### src/hdl/klso_pkg.sv
// Package for the keyed list with stack operations.
// Holds operation and status codes, field widths and the per-cell command struct.
// No dependencies.
package klso_pkg;

    localparam int DEPTH_DEFAULT = 16;

    localparam int OP_W     = 3;
    localparam int KEY_W    = 32;
    localparam int VAL_W    = 32;
    localparam int STATUS_W = 2;
    localparam int COUNT_W  = 5;

    localparam int S_TDATA_W = ((OP_W + KEY_W + VAL_W + 7) / 8) * 8;
    localparam int M_TDATA_W = ((STATUS_W + VAL_W + COUNT_W + 7) / 8) * 8;

    localparam logic [OP_W-1:0] OP_ADD    = 3'd0;
    localparam logic [OP_W-1:0] OP_LOOKUP = 3'd1;
    localparam logic [OP_W-1:0] OP_REMOVE = 3'd2;
    localparam logic [OP_W-1:0] OP_PUSH   = 3'd3;
    localparam logic [OP_W-1:0] OP_PEEK   = 3'd4;
    localparam logic [OP_W-1:0] OP_POP    = 3'd5;

    localparam logic [STATUS_W-1:0] ST_OK   = 2'd0;
    localparam logic [STATUS_W-1:0] ST_MISS = 2'd1;
    localparam logic [STATUS_W-1:0] ST_FULL = 2'd2;

    // Command broadcast from the controller to every cell of the row.
    typedef struct packed {
        logic commit;        // apply the operation this cycle
        logic find_key;      // select cells whose key matches
        logic find_last;     // select the last occupied cell
        logic write_tail;    // the first free cell takes the new entry
        logic shift_on_hit;  // cells at or after the first hit take their neighbor
    } cell_cmd_t;

endpackage

### src/hdl/klso_cell.sv
// One entry of the keyed list: key and value registers plus compare and shift logic.
// Depends on klso_pkg.
module klso_cell
    import klso_pkg::*;
#(
    parameter int DEPTH = DEPTH_DEFAULT,
    parameter int INDEX = 0
) (
    input  logic                           aclk,
    input  cell_cmd_t                      cmd,
    input  logic [$clog2(DEPTH+1)-1:0]     count,
    input  logic [KEY_W-1:0]               new_key,
    input  logic [VAL_W-1:0]               new_val,
    input  logic [KEY_W-1:0]               nbr_key,
    input  logic [VAL_W-1:0]               nbr_val,
    input  logic                           chain_hit_in,
    input  logic [VAL_W-1:0]               chain_val_in,
    output logic                           chain_hit_out,
    output logic [VAL_W-1:0]               chain_val_out,
    output logic [KEY_W-1:0]               own_key,
    output logic [VAL_W-1:0]               own_val
);

    localparam int CW = $clog2(DEPTH + 1);
    localparam logic [CW-1:0] IDX    = CW'(INDEX);
    localparam logic [CW-1:0] IDX_P1 = CW'(INDEX + 1);

    logic [KEY_W-1:0] key_reg, key_next;
    logic [VAL_W-1:0] val_reg, val_next;
    logic             occupied;
    logic             sel;

    assign occupied = count > IDX;
    assign sel = (cmd.find_key && occupied && (key_reg == new_key))
              || (cmd.find_last && (count == IDX_P1));

    // The first selected cell in the row wins; later cells pass its value on.
    assign chain_hit_out = chain_hit_in | sel;
    assign chain_val_out = chain_hit_in ? chain_val_in : val_reg;

    always_comb begin
        key_next = key_reg;
        val_next = val_reg;
        if (cmd.commit) begin
            if (cmd.write_tail && (count == IDX)) begin
                key_next = new_key;
                val_next = new_val;
            end else if (cmd.shift_on_hit && (chain_hit_in || sel)) begin
                key_next = nbr_key;
                val_next = nbr_val;
            end
        end
    end

    always_ff @(posedge aclk) begin
        key_reg <= key_next;
        val_reg <= val_next;
    end

    assign own_key = key_reg;
    assign own_val = val_reg;

endmodule

### src/hdl/keyed_list_with_stack_ops.sv
// Top level of the keyed list with stack operations: controller, row of cells, output register.
// Depends on klso_pkg and klso_cell.
//
//  Channel   | Direction | Beat contents (lowest bits first)
//  ----------+-----------+--------------------------------------------------
//  s_axis    | in        | operation[2:0], key[34:3], value[66:35], zero pad
//  m_axis    | out       | status[1:0], result_value[33:2], entry_count[38:34], pad
//
// Each operation is first accepted into the command registers in the IDLE
// state; then, in the EXEC state, the row of cells compares keys, locates the
// first hit or the last entry through the neighbor chain, shifts and commits.
// The result then sits in the output register; while it waits to be taken
// the next beat can still be accepted, and its execute cycle holds until the
// output register is free. Reset clears the entry count and the control
// state only; the cells' key and value registers are never cleared, because
// only cells below the entry count are ever read.
module keyed_list_with_stack_ops
    import klso_pkg::*;
#(
    parameter int DEPTH = DEPTH_DEFAULT
) (
    input  logic                  aclk,
    input  logic                  aresetn,
    input  logic                  s_tvalid,
    output logic                  s_tready,
    input  logic [S_TDATA_W-1:0]  s_tdata,   // operation, key, value
    output logic                  m_tvalid,
    input  logic                  m_tready,
    output logic [M_TDATA_W-1:0]  m_tdata    // status, result_value, entry_count
);

    localparam int CW = $clog2(DEPTH + 1);
    localparam logic [CW-1:0] FULL_COUNT = CW'(DEPTH);

    localparam logic ST_IDLE = 1'b0;
    localparam logic ST_EXEC = 1'b1;

    logic             state_reg, state_next;
    logic [OP_W-1:0]  op_reg;
    logic [KEY_W-1:0] key_reg;
    logic [VAL_W-1:0] val_reg;
    logic [CW-1:0]    count_reg, count_next;
    logic             m_tvalid_reg, m_tvalid_next;
    logic [M_TDATA_W-1:0] m_tdata_reg, m_tdata_next;

    logic             in_fire;
    logic             exec_fire;
    logic             full;
    cell_cmd_t        cmd;
    logic [KEY_W-1:0] cell_key;
    logic [STATUS_W-1:0] status;
    logic [VAL_W-1:0] result_val;
    logic [31:0]      count_wide;

    logic             hit   [DEPTH+1];
    logic [VAL_W-1:0] cval  [DEPTH+1];
    logic [KEY_W-1:0] own_k [DEPTH+1];
    logic [VAL_W-1:0] own_v [DEPTH+1];

    assign s_tready  = (state_reg == ST_IDLE);
    assign in_fire   = s_tvalid && s_tready;
    assign exec_fire = (state_reg == ST_EXEC) && (!m_tvalid_reg || m_tready);
    assign full      = (count_reg == FULL_COUNT);

    // A push stores the entry count it sees as its key.
    assign cell_key = (op_reg == OP_PUSH) ? KEY_W'(count_reg) : key_reg;

    always_comb begin
        cmd = '0;
        cmd.commit = exec_fire;
        case (op_reg)
            OP_ADD, OP_PUSH: cmd.write_tail = !full;
            OP_LOOKUP:       cmd.find_key = 1'b1;
            OP_REMOVE: begin
                cmd.find_key     = 1'b1;
                cmd.shift_on_hit = 1'b1;
            end
            OP_PEEK, OP_POP: cmd.find_last = 1'b1;
            default:         cmd = '0;
        endcase
        if (!exec_fire) begin
            cmd.write_tail   = 1'b0;
            cmd.shift_on_hit = 1'b0;
        end
    end

    // The chain starts with no hit; the cell past the end feeds zeros.
    assign hit[0]       = 1'b0;
    assign cval[0]      = '0;
    assign own_k[DEPTH] = '0;
    assign own_v[DEPTH] = '0;

    for (genvar i = 0; i < DEPTH; i++) begin : g_cell
        klso_cell #(
            .DEPTH (DEPTH),
            .INDEX (i)
        ) u_cell (
            .aclk          (aclk),
            .cmd           (cmd),
            .count         (count_reg),
            .new_key       (cell_key),
            .new_val       (val_reg),
            .nbr_key       (own_k[i+1]),
            .nbr_val       (own_v[i+1]),
            .chain_hit_in  (hit[i]),
            .chain_val_in  (cval[i]),
            .chain_hit_out (hit[i+1]),
            .chain_val_out (cval[i+1]),
            .own_key       (own_k[i]),
            .own_val       (own_v[i])
        );
    end

    // Status, returned value and the new entry count for the executing beat.
    always_comb begin
        status     = ST_MISS;
        result_val = '0;
        count_next = count_reg;
        case (op_reg)
            OP_ADD, OP_PUSH: begin
                if (full) begin
                    status = ST_FULL;
                end else begin
                    status     = ST_OK;
                    count_next = count_reg + 1'b1;
                end
            end
            OP_LOOKUP, OP_PEEK: begin
                if (hit[DEPTH]) begin
                    status     = ST_OK;
                    result_val = cval[DEPTH];
                end
            end
            OP_REMOVE, OP_POP: begin
                if (hit[DEPTH]) begin
                    status     = ST_OK;
                    result_val = cval[DEPTH];
                    count_next = count_reg - 1'b1;
                end
            end
            default: status = ST_MISS;
        endcase
    end

    assign count_wide = 32'(count_next);

    always_comb begin
        state_next    = state_reg;
        m_tvalid_next = m_tvalid_reg;
        m_tdata_next  = m_tdata_reg;
        if (m_tready) begin
            m_tvalid_next = 1'b0;
        end
        case (state_reg)
            ST_IDLE: begin
                if (in_fire) begin
                    state_next = ST_EXEC;
                end
            end
            ST_EXEC: begin
                if (exec_fire) begin
                    state_next    = ST_IDLE;
                    m_tvalid_next = 1'b1;
                    m_tdata_next  = M_TDATA_W'({count_wide[COUNT_W-1:0], result_val, status});
                end
            end
            default: state_next = ST_IDLE;
        endcase
    end

    always_ff @(posedge aclk) begin
        if (!aresetn) begin
            state_reg    <= ST_IDLE;
            count_reg    <= '0;
            m_tvalid_reg <= 1'b0;
        end else begin
            state_reg    <= state_next;
            m_tvalid_reg <= m_tvalid_next;
            if (exec_fire) begin
                count_reg <= count_next;
            end
        end
    end

    always_ff @(posedge aclk) begin
        m_tdata_reg <= m_tdata_next;
        if (in_fire) begin
            op_reg  <= s_tdata[OP_W-1:0];
            key_reg <= s_tdata[OP_W+KEY_W-1:OP_W];
            val_reg <= s_tdata[OP_W+KEY_W+VAL_W-1:OP_W+KEY_W];
        end
    end

    assign m_tvalid = m_tvalid_reg;
    assign m_tdata  = m_tdata_reg;

endmodule
### config.mk
export PLATFORM = sky130hd
export DESIGN_NAME = keyed_list_with_stack_ops
export DESIGN_NICKNAME = d
export VERILOG_FILES = /design/src/hdl/klso_pkg.sv /design/src/hdl/klso_cell.sv /design/src/hdl/keyed_list_with_stack_ops.sv
export SDC_FILE = /design/constraint.sdc
export NUM_CORES = 2
export LEC_CHECK = 0
export ABC_AREA = 1
export BUFFER_PORTS_ARGS = -buffer_cell sky130_fd_sc_hd__buf_2
export CAP_MARGIN = 10
export CORE_UTILIZATION = 35
export CTS_BUF_LIST = sky130_fd_sc_hd__clkbuf_8
export CTS_CLUSTER_SIZE = 25
export DETAILED_ROUTE_END_ITERATION = 7
export GPL_ROUTABILITY_DRIVEN = 0
export PLACE_DENSITY = 0.6
export SETUP_SLACK_MARGIN = 0.5
export SYNTH_ARGS = -nofsm -noshare
export SYNTH_HDL_FRONTEND = slang
export SYNTH_SLANG_ARGS = --single-unit
### constraint.sdc
create_clock -name aclk -period 12.1 [get_ports aclk]
set_input_delay 1.21 -clock aclk [delete_from_list [all_inputs] [get_ports aclk]]
set_output_delay 1.21 -clock aclk [all_outputs]
set_load 0.01 [all_outputs]
==> results.md <==
* Max Slew Vio Count at 0
* First-pass GRT wire length at 265 mm
* Hold-critical path depth at 1
* Clock skew at 0.0440 ns
* PD cells at 127 nW/µm²
* Layout cells sized above 1 at 9.29%
* RSZ-0062 raised after global routing: false
* Final Setup Violations at 0
* Residual DRC count at 0
* Synth async-reset ratio at 0%
* Fmax at 0.138 GHz
* Max clock buf depth at 3
* WL/cell at 20.4 µm
* Global-route met3 utilization at 4.58%
* Post-synth top area cell: edfxtp_1
* Initial Util at 35.4%
* Cell Area, Synth at 58500 µm²
* CTS Sinks at 1137
* Post_cts resized at 0
* Setup crit start kind: flop
* Layout area overhead at 10.7%
* Avg Cell Area, Syn at 9.10 µm²
* Worst Path Max Fanout at 60
* Crit Path Category: reg2reg
* R2r worst-path depth at 26
* Max_cap viols at 0
* Worst path most repeated cell: nand2_1
* # fillers at 16200
* Count of state elements after synthesis at 1137
* Synth warn at 0
* Die footprint at 169000 µm²
* CTS Hold Bufs at 0
* Slew headroom at 24.7%
* Fin crit share at 59.8%
* CTS tree: built
* EDFF count, synth at 1130
* Pre-CTS WS at 4.82 ns
* Gate Count Post-Synth at 6425
* Yosys top cell area share at 58.0%
* Min Tclk post-route at 7.23 ns
* PortBufs at 111
* Setup TNS at 0 ns
* Most common cell after layout, fill and taps aside: nand2_1
* Delay-heaviest family, CP: simple AND/OR/NAND/NOR gates
* Storage element area at 34100 µm²
* Core area at 165000 µm²
* Critical Path Max Stage Delay at 0.56 ns
* FF-to-FF Start: op_reg[2]$_DFFE_PP_
* Synth unique cells at 52
* Pre-antenna DRT Iters at 7
* Routed WL at 179 mm
* Leak at 25.1 nW
* Worst-Skew Late Latency at 0.94 ns
* Largest net degree at the start of global routing at 129
* Vias in the first global route at 41900
* Worst Setup End Kind: flop
* Final hold violations at 0
* CP Buf/Inv Count at 7
* Met2 Use GR at 30.8%
* Post-DP HPWL at 123 mm
* Post-synth net total at 6507
* Vias at 45300
* Worst setup margin at 4.87 ns
* Reg2reg end: g_cell[15].u_cell.own_key[27]$_SDFFCE_PN0P_
* IO Count at 118
* Peak VDD IR at 0.0888 mV
* CP Data Arrival Time at 7.84 ns
* Post CTS Setup Buffer Count at 0
* GRT Total Usage at 20.8%
* Fin nets at 6500
* Worst Tran Pin Value at 1.13 ns
* GR Overflow Total at 0
* Sequential-to-total area share from yosys stat at 58.3%
* Top FF cell, synth: edfxtp_1
* Via-to-Cell Ratio at 5.16
* Met1 GRT Util at 29.5%
* Initial antenna violation count at 4
* Worst Hold Endpoint: val_reg[24]$_DFFE_PP_
* Most frequent cells in the layout: nand2_1 (1743), o21ai_0 (1162), edfxtp_1 (1130), inv_1 (692), nor2_1 (323)
* Inserted Clock Buffers at 196
* Die height at 411 µm
* Horiz. Die Dim at 411 µm
* H-tree Lvls at 4
* Final antenna-violating net count at 0
* Worst R2R Setup Slack at 4.87 ns
* Status: complete, no violations
* Hold Path Class: in2reg
* Synth top area cells: edfxtp_1 (58%), nand2_1 (11%), o21ai_0 (10%)
* Area occupied by multi-input gates at 20400 µm²
* CTS Root Cell: clkbuf_8
* Required time worst endpoint at 12.71 ns
* Initial DRC count at 4954
* Worst hold start: s_tdata[59]
* Rows at 149
* Clk slew on worst S/H paths at 0.07 ns
* Grt peak-use layer: met2
* Slowest CP cell: inv_2
==> layout make-up <==
cell class,instances,area share [%]
clock inverters,157,1.33
well taps,2189,4.23
clock buffers,201,4.27
multi-input cells,4198,31.5
inverters,659,3.82
repair buffers,226,2.20
diodes,2,0.00773
flip-flops and latches,1137,52.6
==> cells by family (layout without fill, tap and decap cells) <==
group | Yosys count | after routing | share of synthesized area, %
and+or+nand+nor | 2440 | 2440 | 17.0
xor gates and xnor gates | 228 | 228 | 3.42
muxes | 5 | 5 | 0.0856
AOI/OAI and AO/OA | 1518 | 1518 | 13.7
DFF | 1137 | 1137 | 58.3
adders and majority gates | 6 | 6 | 0.128
buffers and inverters | 1090 | 1243 | 7.42
other | 1 | 3 | 0.00641
==> worst max path at each step <==
stage / depth (start not counted) / to / slack [ns] / from
6_report: 26 / g_cell[15].u_cell.own_key[27]$_SDFFCE_PN0P_ / 4.87 / op_reg[2]$_DFFE_PP_
4_1_cts: 26 / g_cell[15].u_cell.own_key[27]$_SDFFCE_PN0P_ / 4.82 / op_reg[2]$_DFFE_PP_
3_5_place_dp: 26 / g_cell[15].u_cell.own_key[22]$_SDFFCE_PN0P_ / 4.82 / op_reg[2]$_DFFE_PP_
5_1_grt: 23 / g_cell[15].u_cell.own_key[5]$_SDFFCE_PN0P_ / 4.39 / op_reg[1]$_DFFE_PP_
3_3_place_gp: 18 / g_cell[15].u_cell.own_key[15]$_SDFFCE_PN0P_ / 4.88 / op_reg[2]$_DFFE_PP_
2_1_floorplan: 18 / g_cell[14].u_cell.own_key[0]$_DFFE_PP_ / 4.24 / op_reg[2]$_DFFE_PP_
==> worst register-to-register path: cells and delay by family, from the launching register on <==
family                 cells  cell delay (ns)
AND/OR/NAND/NOR           18             3.50
buffers and inverters      7             2.54
flip-flops                 1             0.50
AO/OA/AOI/OAI              1             0.36
==> stage by stage <==
step           hold slack (ns)  utilization (%)  total power (W)  instance area [µm²]  instances
2_1_floorplan            0.485                -          0.00468                58500       6425
3_3_place_gp             0.522             36.9          0.00491                61100       8408
3_5_place_dp             0.524             36.9          0.00491                61100       8408
4_1_cts                  0.352             39.1          0.00824                64700       8766
5_1_grt                  0.386             39.1          0.00844                64700       8768
6_report                 0.452             39.1          0.00819                64700       8769
==> synthesized netlist by cell type, types with 7 or more instances <==
cell and instances:
o22ai_1 97, buf_1 14, nand2_1 1745, nand3_1 143
buf_4 22, o221ai_1 8, xor2_1 222, buf_2 80
nor3_1 23, dfxtp_1 7, clkbuf_1 303, nor4_1 32
or2_2 29, nand3b_1 17, inv_2 17, nand4_1 61
edfxtp_1 1130, a221oi_1 10, nor2_1 345, inv_1 636
o21ai_0 1178, o21ai_1 19, o211ai_1 39, o2111ai_1 15
nand2_2 20, a21oi_1 141
==> where the power goes <==
part	internal (W)	switching [W]
combinational	0.000108	0.000370
sequential	0.00432	0.0000471
clock	0.00169	0.00166
==> layer usage <==
metal	vias up	share of wire, %
met5	-	0.030
met1	21000	44
met2	2144	43
met4	8	3.6
li1	21700	-
met3	421	9.7
Note: power is estimated with default switching activity, not from simulation.
